<file path="config.mk">
export PLATFORM = sky130hd
export DESIGN_NAME = btch_ctrl
export DESIGN_NICKNAME = d
export VERILOG_FILES = /design/src/rtl/core/btch_pkg.sv /design/src/rtl/core/btch_ctrl.sv
export VERILOG_INCLUDE_DIRS = /design/src /design/src/rtl/core
export SDC_FILE = /design/constraint.sdc
export NUM_CORES = 1
export LEC_CHECK = 0
export BUFFER_PORTS_ARGS = -buffer_cell sky130_fd_sc_hd__buf_2
export CORE_AREA = 4 4 41 43
export DETAILED_ROUTE_END_ITERATION = 8
export DIE_AREA = 0 0 45 47
export PLACE_DENSITY = 0.59
export REMOVE_ABC_BUFFERS = 1
export SLEW_MARGIN = 20
export SYNTH_ARGS = -nofsm -noshare
export SYNTH_HDL_FRONTEND = slang
export SYNTH_SLANG_ARGS = --single-unit
</file>
<file path="constraint.sdc">
create_clock -name clk -period 1.62 [get_ports clk]
set_input_delay 0.162 -clock clk [delete_from_list [all_inputs] [get_ports clk]]
set_output_delay 0.162 -clock clk [all_outputs]
set_load 0.01 [all_outputs]
</file>
<file path="src/rtl/core/baro_temp_compensated_height_unit_assert.svh">
// Assertion macros used by the sequencer of the barometric height unit.
`ifndef BARO_TEMP_COMPENSATED_HEIGHT_UNIT_ASSERT_SVH
`define BARO_TEMP_COMPENSATED_HEIGHT_UNIT_ASSERT_SVH
`ifndef SYNTHESIS
`define BTCH_ASSERT_SAME(lbl, ante, cons) \
  lbl: assert property (@(posedge clk) disable iff (rst) (ante) |-> (cons)) \
    else $error("assertion failed");
`define BTCH_ASSERT_NEXT(lbl, ante, cons) \
  lbl: assert property (@(posedge clk) disable iff (rst) (ante) |=> (cons)) \
    else $error("assertion failed");
`else
`define BTCH_ASSERT_SAME(lbl, ante, cons)
`define BTCH_ASSERT_NEXT(lbl, ante, cons)
`endif
`endif

</file>
<file path="src/rtl/core/btch_pkg.sv">
// Package with constants, types and the thermistor table of the height unit.
package btch_pkg;

  localparam int PROFILE_DEPTH = 200;
  localparam int PROFILE_AW    = $clog2(PROFILE_DEPTH);
  localparam int TABLE_ENTRIES = 32;

  localparam logic [1:0] CMD_SAMPLE = 2'd0;
  localparam logic [1:0] CMD_WRITE  = 2'd1;
  localparam logic [1:0] CMD_READ   = 2'd2;
  localparam logic [1:0] CMD_ZERO   = 2'd3;

  localparam logic REG_HEIGHT_SCALE = 1'b0;
  localparam logic REG_TILT_LIMIT   = 1'b1;

  localparam logic signed [31:0] HEIGHT_SCALE_RST = 32'sd65536;
  localparam logic [14:0]        TILT_LIMIT_RST   = 15'd6434;

  localparam logic [11:0]        ADC_LOW      = 12'd128;
  localparam logic [11:0]        ADC_HIGH     = 12'd3968;
  localparam logic signed [16:0] TEMP_DEFAULT = 17'sd6400;
  localparam logic signed [26:0] TEMP_MIN     = -27'sd12800;
  localparam logic signed [26:0] TEMP_MAX     = 27'sd37888;
  localparam logic signed [8:0]  K_OFFSET     = 9'sd50;
  localparam logic [12:0]        BLEND_GAIN   = 13'd6554;

  typedef enum logic [4:0] {
    S_IDLE, S_TEMP, S_CMD, S_CMDW, S_RK, S_RK1, S_MA, S_MB, S_CP,
    S_HM0, S_HM1, S_HF, S_CALS, S_CALB, S_BK0, S_BK1, S_BJ0, S_BJ1,
    S_TILT, S_FIN
  } state_t;

  typedef enum logic [4:0] {
    OP_NONE, OP_LOAD, OP_TEMP, OP_CMD, OP_CMDW, OP_RK, OP_RK1, OP_MA, OP_MB,
    OP_CP, OP_HM0, OP_HM1, OP_HF, OP_CALS, OP_CALB, OP_BK0, OP_BK1, OP_BJ0,
    OP_BJ1, OP_TILT, OP_FIN
  } op_t;

  typedef struct packed {
    op_t op;
  } dp_ctl_t;

  typedef struct packed {
    logic sample_ok;
    logic active;
  } dp_stat_t;

  function automatic logic signed [16:0] temp_lut(input logic [4:0] i);
    logic signed [16:0] v;
    unique case (i)
      5'd0:  v = -17'sd25600;
      5'd1:  v = -17'sd8278;
      5'd2:  v = -17'sd5665;
      5'd3:  v = -17'sd3973;
      5'd4:  v = -17'sd2673;
      5'd5:  v = -17'sd1589;
      5'd6:  v = -17'sd643;
      5'd7:  v = 17'sd211;
      5'd8:  v = 17'sd999;
      5'd9:  v = 17'sd1739;
      5'd10: v = 17'sd2445;
      5'd11: v = 17'sd3127;
      5'd12: v = 17'sd3791;
      5'd13: v = 17'sd4445;
      5'd14: v = 17'sd5095;
      5'd15: v = 17'sd5746;
      5'd16: v = 17'sd6403;
      5'd17: v = 17'sd7071;
      5'd18: v = 17'sd7757;
      5'd19: v = 17'sd8466;
      5'd20: v = 17'sd9206;
      5'd21: v = 17'sd9987;
      5'd22: v = 17'sd10819;
      5'd23: v = 17'sd11716;
      5'd24: v = 17'sd12700;
      5'd25: v = 17'sd13796;
      5'd26: v = 17'sd15047;
      5'd27: v = 17'sd16517;
      5'd28: v = 17'sd18318;
      5'd29: v = 17'sd20667;
      5'd30: v = 17'sd24076;
      5'd31: v = 17'sd30325;
      default: v = 17'sd0;
    endcase
    return v;
  endfunction

  function automatic logic signed [31:0] sat32(input logic signed [65:0] v);
    logic signed [31:0] r;
    if (v > 66'sd2147483647) r = 32'sh7FFFFFFF;
    else if (v < -66'sd2147483648) r = 32'sh80000000;
    else r = v[31:0];
    return r;
  endfunction

endpackage

</file>
<file path="src/rtl/core/btch_ctrl.sv">
// Sequencer that steps the datapath through one item at a time.
`include "baro_temp_compensated_height_unit_assert.svh"
module btch_ctrl (
  input  logic               clk,
  input  logic               rst,
  input  logic               in_valid,
  output logic               in_ready,
  output logic               out_valid,
  input  logic               out_ready,
  input  btch_pkg::dp_stat_t stat,
  output btch_pkg::dp_ctl_t  ctl
);
  btch_pkg::state_t state, state_next;
  logic ov, ov_next;
  logic load;

  always_ff @(posedge clk) begin
    if (rst) begin
      state <= btch_pkg::S_IDLE;
      ov    <= 1'b0;
    end else begin
      state <= state_next;
      ov    <= ov_next;
    end
  end

  assign in_ready  = (state == btch_pkg::S_IDLE);
  assign out_valid = ov;

  always_comb begin
    state_next = state;
    ctl.op     = btch_pkg::OP_NONE;
    load       = 1'b0;
    unique case (state)
      btch_pkg::S_IDLE: begin
        if (in_valid) begin
          ctl.op     = btch_pkg::OP_LOAD;
          state_next = btch_pkg::S_TEMP;
        end
      end
      btch_pkg::S_TEMP: begin
        ctl.op     = btch_pkg::OP_TEMP;
        state_next = btch_pkg::S_CMD;
      end
      btch_pkg::S_CMD: begin
        // The temperature is registered now, so a sample can address its profile neighbors.
        if (stat.sample_ok) begin
          ctl.op     = btch_pkg::OP_RK;
          state_next = btch_pkg::S_RK1;
        end else begin
          ctl.op     = btch_pkg::OP_CMD;
          state_next = btch_pkg::S_CMDW;
        end
      end
      btch_pkg::S_CMDW: begin
        ctl.op     = btch_pkg::OP_CMDW;
        state_next = btch_pkg::S_HM0;
      end
      btch_pkg::S_RK: begin
        ctl.op     = btch_pkg::OP_RK;
        state_next = btch_pkg::S_RK1;
      end
      btch_pkg::S_RK1: begin
        ctl.op     = btch_pkg::OP_RK1;
        state_next = btch_pkg::S_MA;
      end
      btch_pkg::S_MA: begin
        ctl.op     = btch_pkg::OP_MA;
        state_next = btch_pkg::S_MB;
      end
      btch_pkg::S_MB: begin
        ctl.op     = btch_pkg::OP_MB;
        state_next = btch_pkg::S_CP;
      end
      btch_pkg::S_CP: begin
        ctl.op     = btch_pkg::OP_CP;
        state_next = btch_pkg::S_HM0;
      end
      btch_pkg::S_HM0: begin
        ctl.op     = btch_pkg::OP_HM0;
        state_next = btch_pkg::S_HM1;
      end
      btch_pkg::S_HM1: begin
        ctl.op     = btch_pkg::OP_HM1;
        state_next = btch_pkg::S_HF;
      end
      btch_pkg::S_HF: begin
        ctl.op     = btch_pkg::OP_HF;
        state_next = stat.sample_ok ? btch_pkg::S_CALS : btch_pkg::S_FIN;
      end
      btch_pkg::S_CALS: begin
        ctl.op     = btch_pkg::OP_CALS;
        state_next = btch_pkg::S_CALB;
      end
      btch_pkg::S_CALB: begin
        ctl.op     = btch_pkg::OP_CALB;
        state_next = stat.active ? btch_pkg::S_BK0 : btch_pkg::S_FIN;
      end
      btch_pkg::S_BK0: begin
        ctl.op     = btch_pkg::OP_BK0;
        state_next = btch_pkg::S_BK1;
      end
      btch_pkg::S_BK1: begin
        ctl.op     = btch_pkg::OP_BK1;
        state_next = btch_pkg::S_BJ0;
      end
      btch_pkg::S_BJ0: begin
        ctl.op     = btch_pkg::OP_BJ0;
        state_next = btch_pkg::S_BJ1;
      end
      btch_pkg::S_BJ1: begin
        ctl.op     = btch_pkg::OP_BJ1;
        state_next = btch_pkg::S_TILT;
      end
      btch_pkg::S_TILT: begin
        ctl.op     = btch_pkg::OP_TILT;
        state_next = btch_pkg::S_FIN;
      end
      btch_pkg::S_FIN: begin
        if (!ov || out_ready) begin
          ctl.op     = btch_pkg::OP_FIN;
          load       = 1'b1;
          state_next = btch_pkg::S_IDLE;
        end
      end
      default: state_next = btch_pkg::S_IDLE;
    endcase
  end

  assign ov_next = (ov && !out_ready) || load;

  `BTCH_ASSERT_NEXT(a_accept_to_temp, in_valid && in_ready, state == btch_pkg::S_TEMP)
  `BTCH_ASSERT_NEXT(a_fin_holds, state == btch_pkg::S_FIN && ov && !out_ready,
                    state == btch_pkg::S_FIN)
  `BTCH_ASSERT_SAME(a_calb_after_cals, state == btch_pkg::S_CALB,
                    $past(state) == btch_pkg::S_CALS)
endmodule

</file>
-- Word level (Yosys, flattened, before mapping)
Cells that the tools add are included.
- RAM bits: 0
- register bits after elaboration: 6
- logic and storage cells: 42
- memories: 0
- bits of input ports: 6
- ROM bits: 0
- bits in latches: 0
- eq/ne operators: 21
- $mul: 0
- mux-type cells: 11
- shift-type cells: 0
- divide/modulo/power cells: 0
- add/sub/neg operators: 0
- bitwise logic cells: 0
- magnitude comparators: 0
- reductions and logical operators: 8
- operators by type and width (operator ; number):
    one-hot mux 5 bit (20 select lines) ; 1
    one-hot mux 5 bit (19 select lines) ; 1
    == test 5 x 4 -> 1 bit (second input constant) ; 8
    two-way mux 5 bit ; 5
    == test 5 x 3 -> 1 bit (second input constant) ; 4
    == test 5 bit (second input constant) ; 4
    == test 5 x 2 -> 1 bit (second input constant) ; 2
    == test 5 x 1 -> 1 bit (second input constant) ; 1
    logical NOT 5 bit ; 1
    != test 2 bit (second input constant) ; 2
    two-way mux 1 bit ; 3
    two-way mux 3 bit ; 1
    logical NOT 1 bit ; 2
    logical OR 1 bit ; 2
    AND reduction 2 bit ; 1
    OR reduction 2 bit ; 1
    logical AND 1 bit ; 1

-- Longest topological paths before layout
- depth after elaboration: 5
- gate-level depth with buffers: 6
- mapped depth without buffers: 4

-- Least setup slack after synthesis
OpenSTA, ideal clock, no wires.
- kind: reg2out
- start: register state[0]
- end: output ctl[2] (netlist bit)
- path slack: 0.333 ns
- required time: 1.458 ns
- cell stages (with the launch flop): 5
- arrival: 1.125 ns
- cell sequence: dfxtp_1 > nand2_1 > o31ai_1 > o31ai_1 > a21oi_1
- RTL lines (what ; RTL line ; text):
    start: declaration ; btch_ctrl.sv:13 ; btch_pkg::state_t state, state_next;
    start signal: assignment ; btch_ctrl.sv:19 ; state <= btch_pkg::S_IDLE;
    start signal: assignment ; btch_ctrl.sv:22 ; state <= state_next;
    end: declaration ; btch_ctrl.sv:11 ; output btch_pkg::dp_ctl_t ctl

==> flow_metrics.env <==
export IMPL_synth_top_family_by_area="simple AND/OR/NAND/NOR gates"
export IMPL_port_buffer_count=12
export IMPL_async_flop_share=0
export IMPL_antenna_found_initial=0
export IMPL_synth_distinct_cells=29
export IMPL_cp_max_fo=6
export IMPL_start_util=0.383
export IMPL_synth_edff_count=0
export IMPL_grt_overflow=0
export IMPL_num_nets_final=92
export IMPL_tns_ns=0
export IMPL_ios=13
export IMPL_cts_root_buf="clkbuf_4"
export IMPL_synth_simple_area_share=0.364
export IMPL_ys_ff_latch=6
export IMPL_synthToLayoutAreaGrowth_pct=23.6
export IMPL_rsz0062_at_grt="false"
export IMPL_die_y_um=47
export IMPL_crit_arrival_ns=1.39
export IMPL_grt_pass1_vias=439
export IMPL_routabilityCongestion=0.757
export IMPL_viasPerCell=5.62
export IMPL_clk_latency_ns=0.24
export IMPL_hold_viol=0
export IMPL_ys_flop_type="dfxtp_1"
export IMPL_worst_pin_slew_ns=0.269
export IMPL_placed_area_sq_um=582
export IMPL_yosysWarningCount=0
export IMPL_status="finished, final reports clean"
export IMPL_placedCellCount=96
export IMPL_reg2reg_depth=4
export IMPL_p_leak_nw=0.269
export IMPL_routed_wl_um=1130
export IMPL_synthTopCellsByArea="dfxtp_1, a21oi_1, nand2_1, nor2_1, nor3b_1"
export IMPL_cts_tree="built"
export IMPL_clk_pin_slew_ns=0.04
export IMPL_min_period_over_period=0.960
export IMPL_grt_pass1_wl_um=1910
export IMPL_drtIter0Drc=5
export IMPL_clock_skew_ns=0.00535
export IMPL_cts_sinks=6
export IMPL_post_route_util=0.473
export IMPL_drive_above_1_share=0.321
export IMPL_synth_cells=69
export IMPL_cpMaxStageDelayCell="or3_4"
export IMPL_yosysSeqAreaShare=0.241
export IMPL_endpoint_kind="primary output"
export IMPL_grt_use_total=0.121
export IMPL_htreeDepth=1
export IMPL_drv_slew=0
export IMPL_syn_area_per_cell_sq_um=7.22
export IMPL_cp_required_ns=1.46
export IMPL_drc=0
export IMPL_hp_class="primary input to flop"
export IMPL_grt_max_degree=12
export IMPL_drt_first_pass_iters=4
export IMPL_die_width_um=45
export IMPL_netlist_area_sq_um=498
export IMPL_synth_compound_area_frac=0.296
export IMPL_ir_worst_vdd_mv=0.511
export IMPL_clockBufferDepth=2
export IMPL_hpwl_um=899
export IMPL_setup_viol=0
export IMPL_relSlewSlack=0.819
export IMPL_rows=13
export IMPL_drv_cap=0
export IMPL_power_density_mw_per_mm2=801
export IMPL_synth_area_leader_cell="dfxtp_1"
export IMPL_die_area_sq_mm=0.00212
export IMPL_synthMuxAreaShare=0
export IMPL_min_period_ns=1.56
export IMPL_core_area_sq_mm=0.00130
export IMPL_cts_buffers=3
export IMPL_timing_fmax_mhz=643
export IMPL_crit_type="flop to primary output"
export IMPL_worstHoldPathCells=2
export IMPL_final_cell_mix="buf_2, a21oi_1, nand2_1"
export IMPL_vias=556
export IMPL_n_antenna_cell=0
export IMPL_antenna_left=0
export IMPL_dp_slack_ns=0.283
export IMPL_layout_commonest_cell="buf_2"
export IMPL_finalNonFillerCells=99
export IMPL_cp_start_kind="flop"
export IMPL_yosys_area_share_adder=0
export IMPL_hold_ws_ns=0.156
export IMPL_final_area_sq_um=616
export IMPL_cts_hold_buf=0
export IMPL_path_cells="or3_4 -> o31a_1 -> buf_2"
export IMPL_wl_per_cell_um=11.4
export IMPL_total_power_mw=0.493
export IMPL_yosys_area_share_xor_xnor=0.0176
export IMPL_final_setup_worst_slack_ns=0.0646
export IMPL_slowest_delay_ns=0.41
export IMPL_cts_setup_buffers=0
export IMPL_netlist_area_leader_share=0.241
## critical path: cells and delay by family (launching register included)
family          cells  cell delay (ns)
compound gates      1             0.24
buf+inv             1             0.13
simple gates        1             0.41
flops               1             0.37
## final cells by class
type / count / area, sq um
Clock buffer: 3 / 22.5
Fill cell: 134 / 686
Inverter: 2 / 7.51
Multi-Input combinational cell: 56 / 345
Sequential cell: 6 / 124
Tap cell: 15 / 18.8
Timing Repair Buffer: 17 / 97.6
## cells in the mapped netlist (2+ instances only)
library cell,instances
nand2b_1,3
o211ai_1,3
o21ai_0,2
a21boi_0,2
nand2_1,7
nor3_1,3
nor3b_1,3
buf_2,2
dfxtp_1,6
o31ai_1,2
a21oi_1,9
nand3_1,2
nor2_1,6
nor2b_1,3
inv_1,2
## where the power goes
group	leakage, nW	internal (mW)	switching (mW)	total [mW]
clock	0.0138	0.0835	0.0496	0.133
combinational	0.205	0.0869	0.0899	0.177
sequential	0.0501	0.162	0.0215	0.183
total	0.269	0.332	0.161	0.493
## registers in the layout, indices dropped and copies added (netlist names)
name / cells
state: 5
out_valid: 1
## final timing paths
| kind | from | endpoint | slack [ns] |
|---|---|---|---|
| max | state[4] | ctl[0] | 0.06 |
| max reg2reg | state[4] | state[0] | 0.33 |
| min | rst | state[2] | 0.16 |
| min reg2reg | out_valid | out_valid | 0.53 |
## what timing repair did
item / 4_1_cts / 5_1_grt
endpoints found under the setup margin: 0 / 4
endpoints found under the hold margin: 0 / 0
gates resized for setup: 0 / 5
## kinds of logic after synthesis
| logic type | count (synthesis) |
|---|---|
| AO/OA/AOI/OAI | 23 |
| XOR/XNOR | 1 |
| buffers and inverters | 7 |
| flip-flops | 6 |
| AND/OR/NAND/NOR | 32 |
## layer usage
metal | share of wire | global-route usage | vias up
met4 | 0.0071 | 0.0351 | 0
met2 | 0.45 | 0.178 | 19
met3 | 0.065 | 0.0383 | 2
met5 | 0 | 0 | -
met1 | 0.47 | 0.170 | 255
li1 | - | - | 280
No activity file was read; power rests on OpenSTA's default activity.
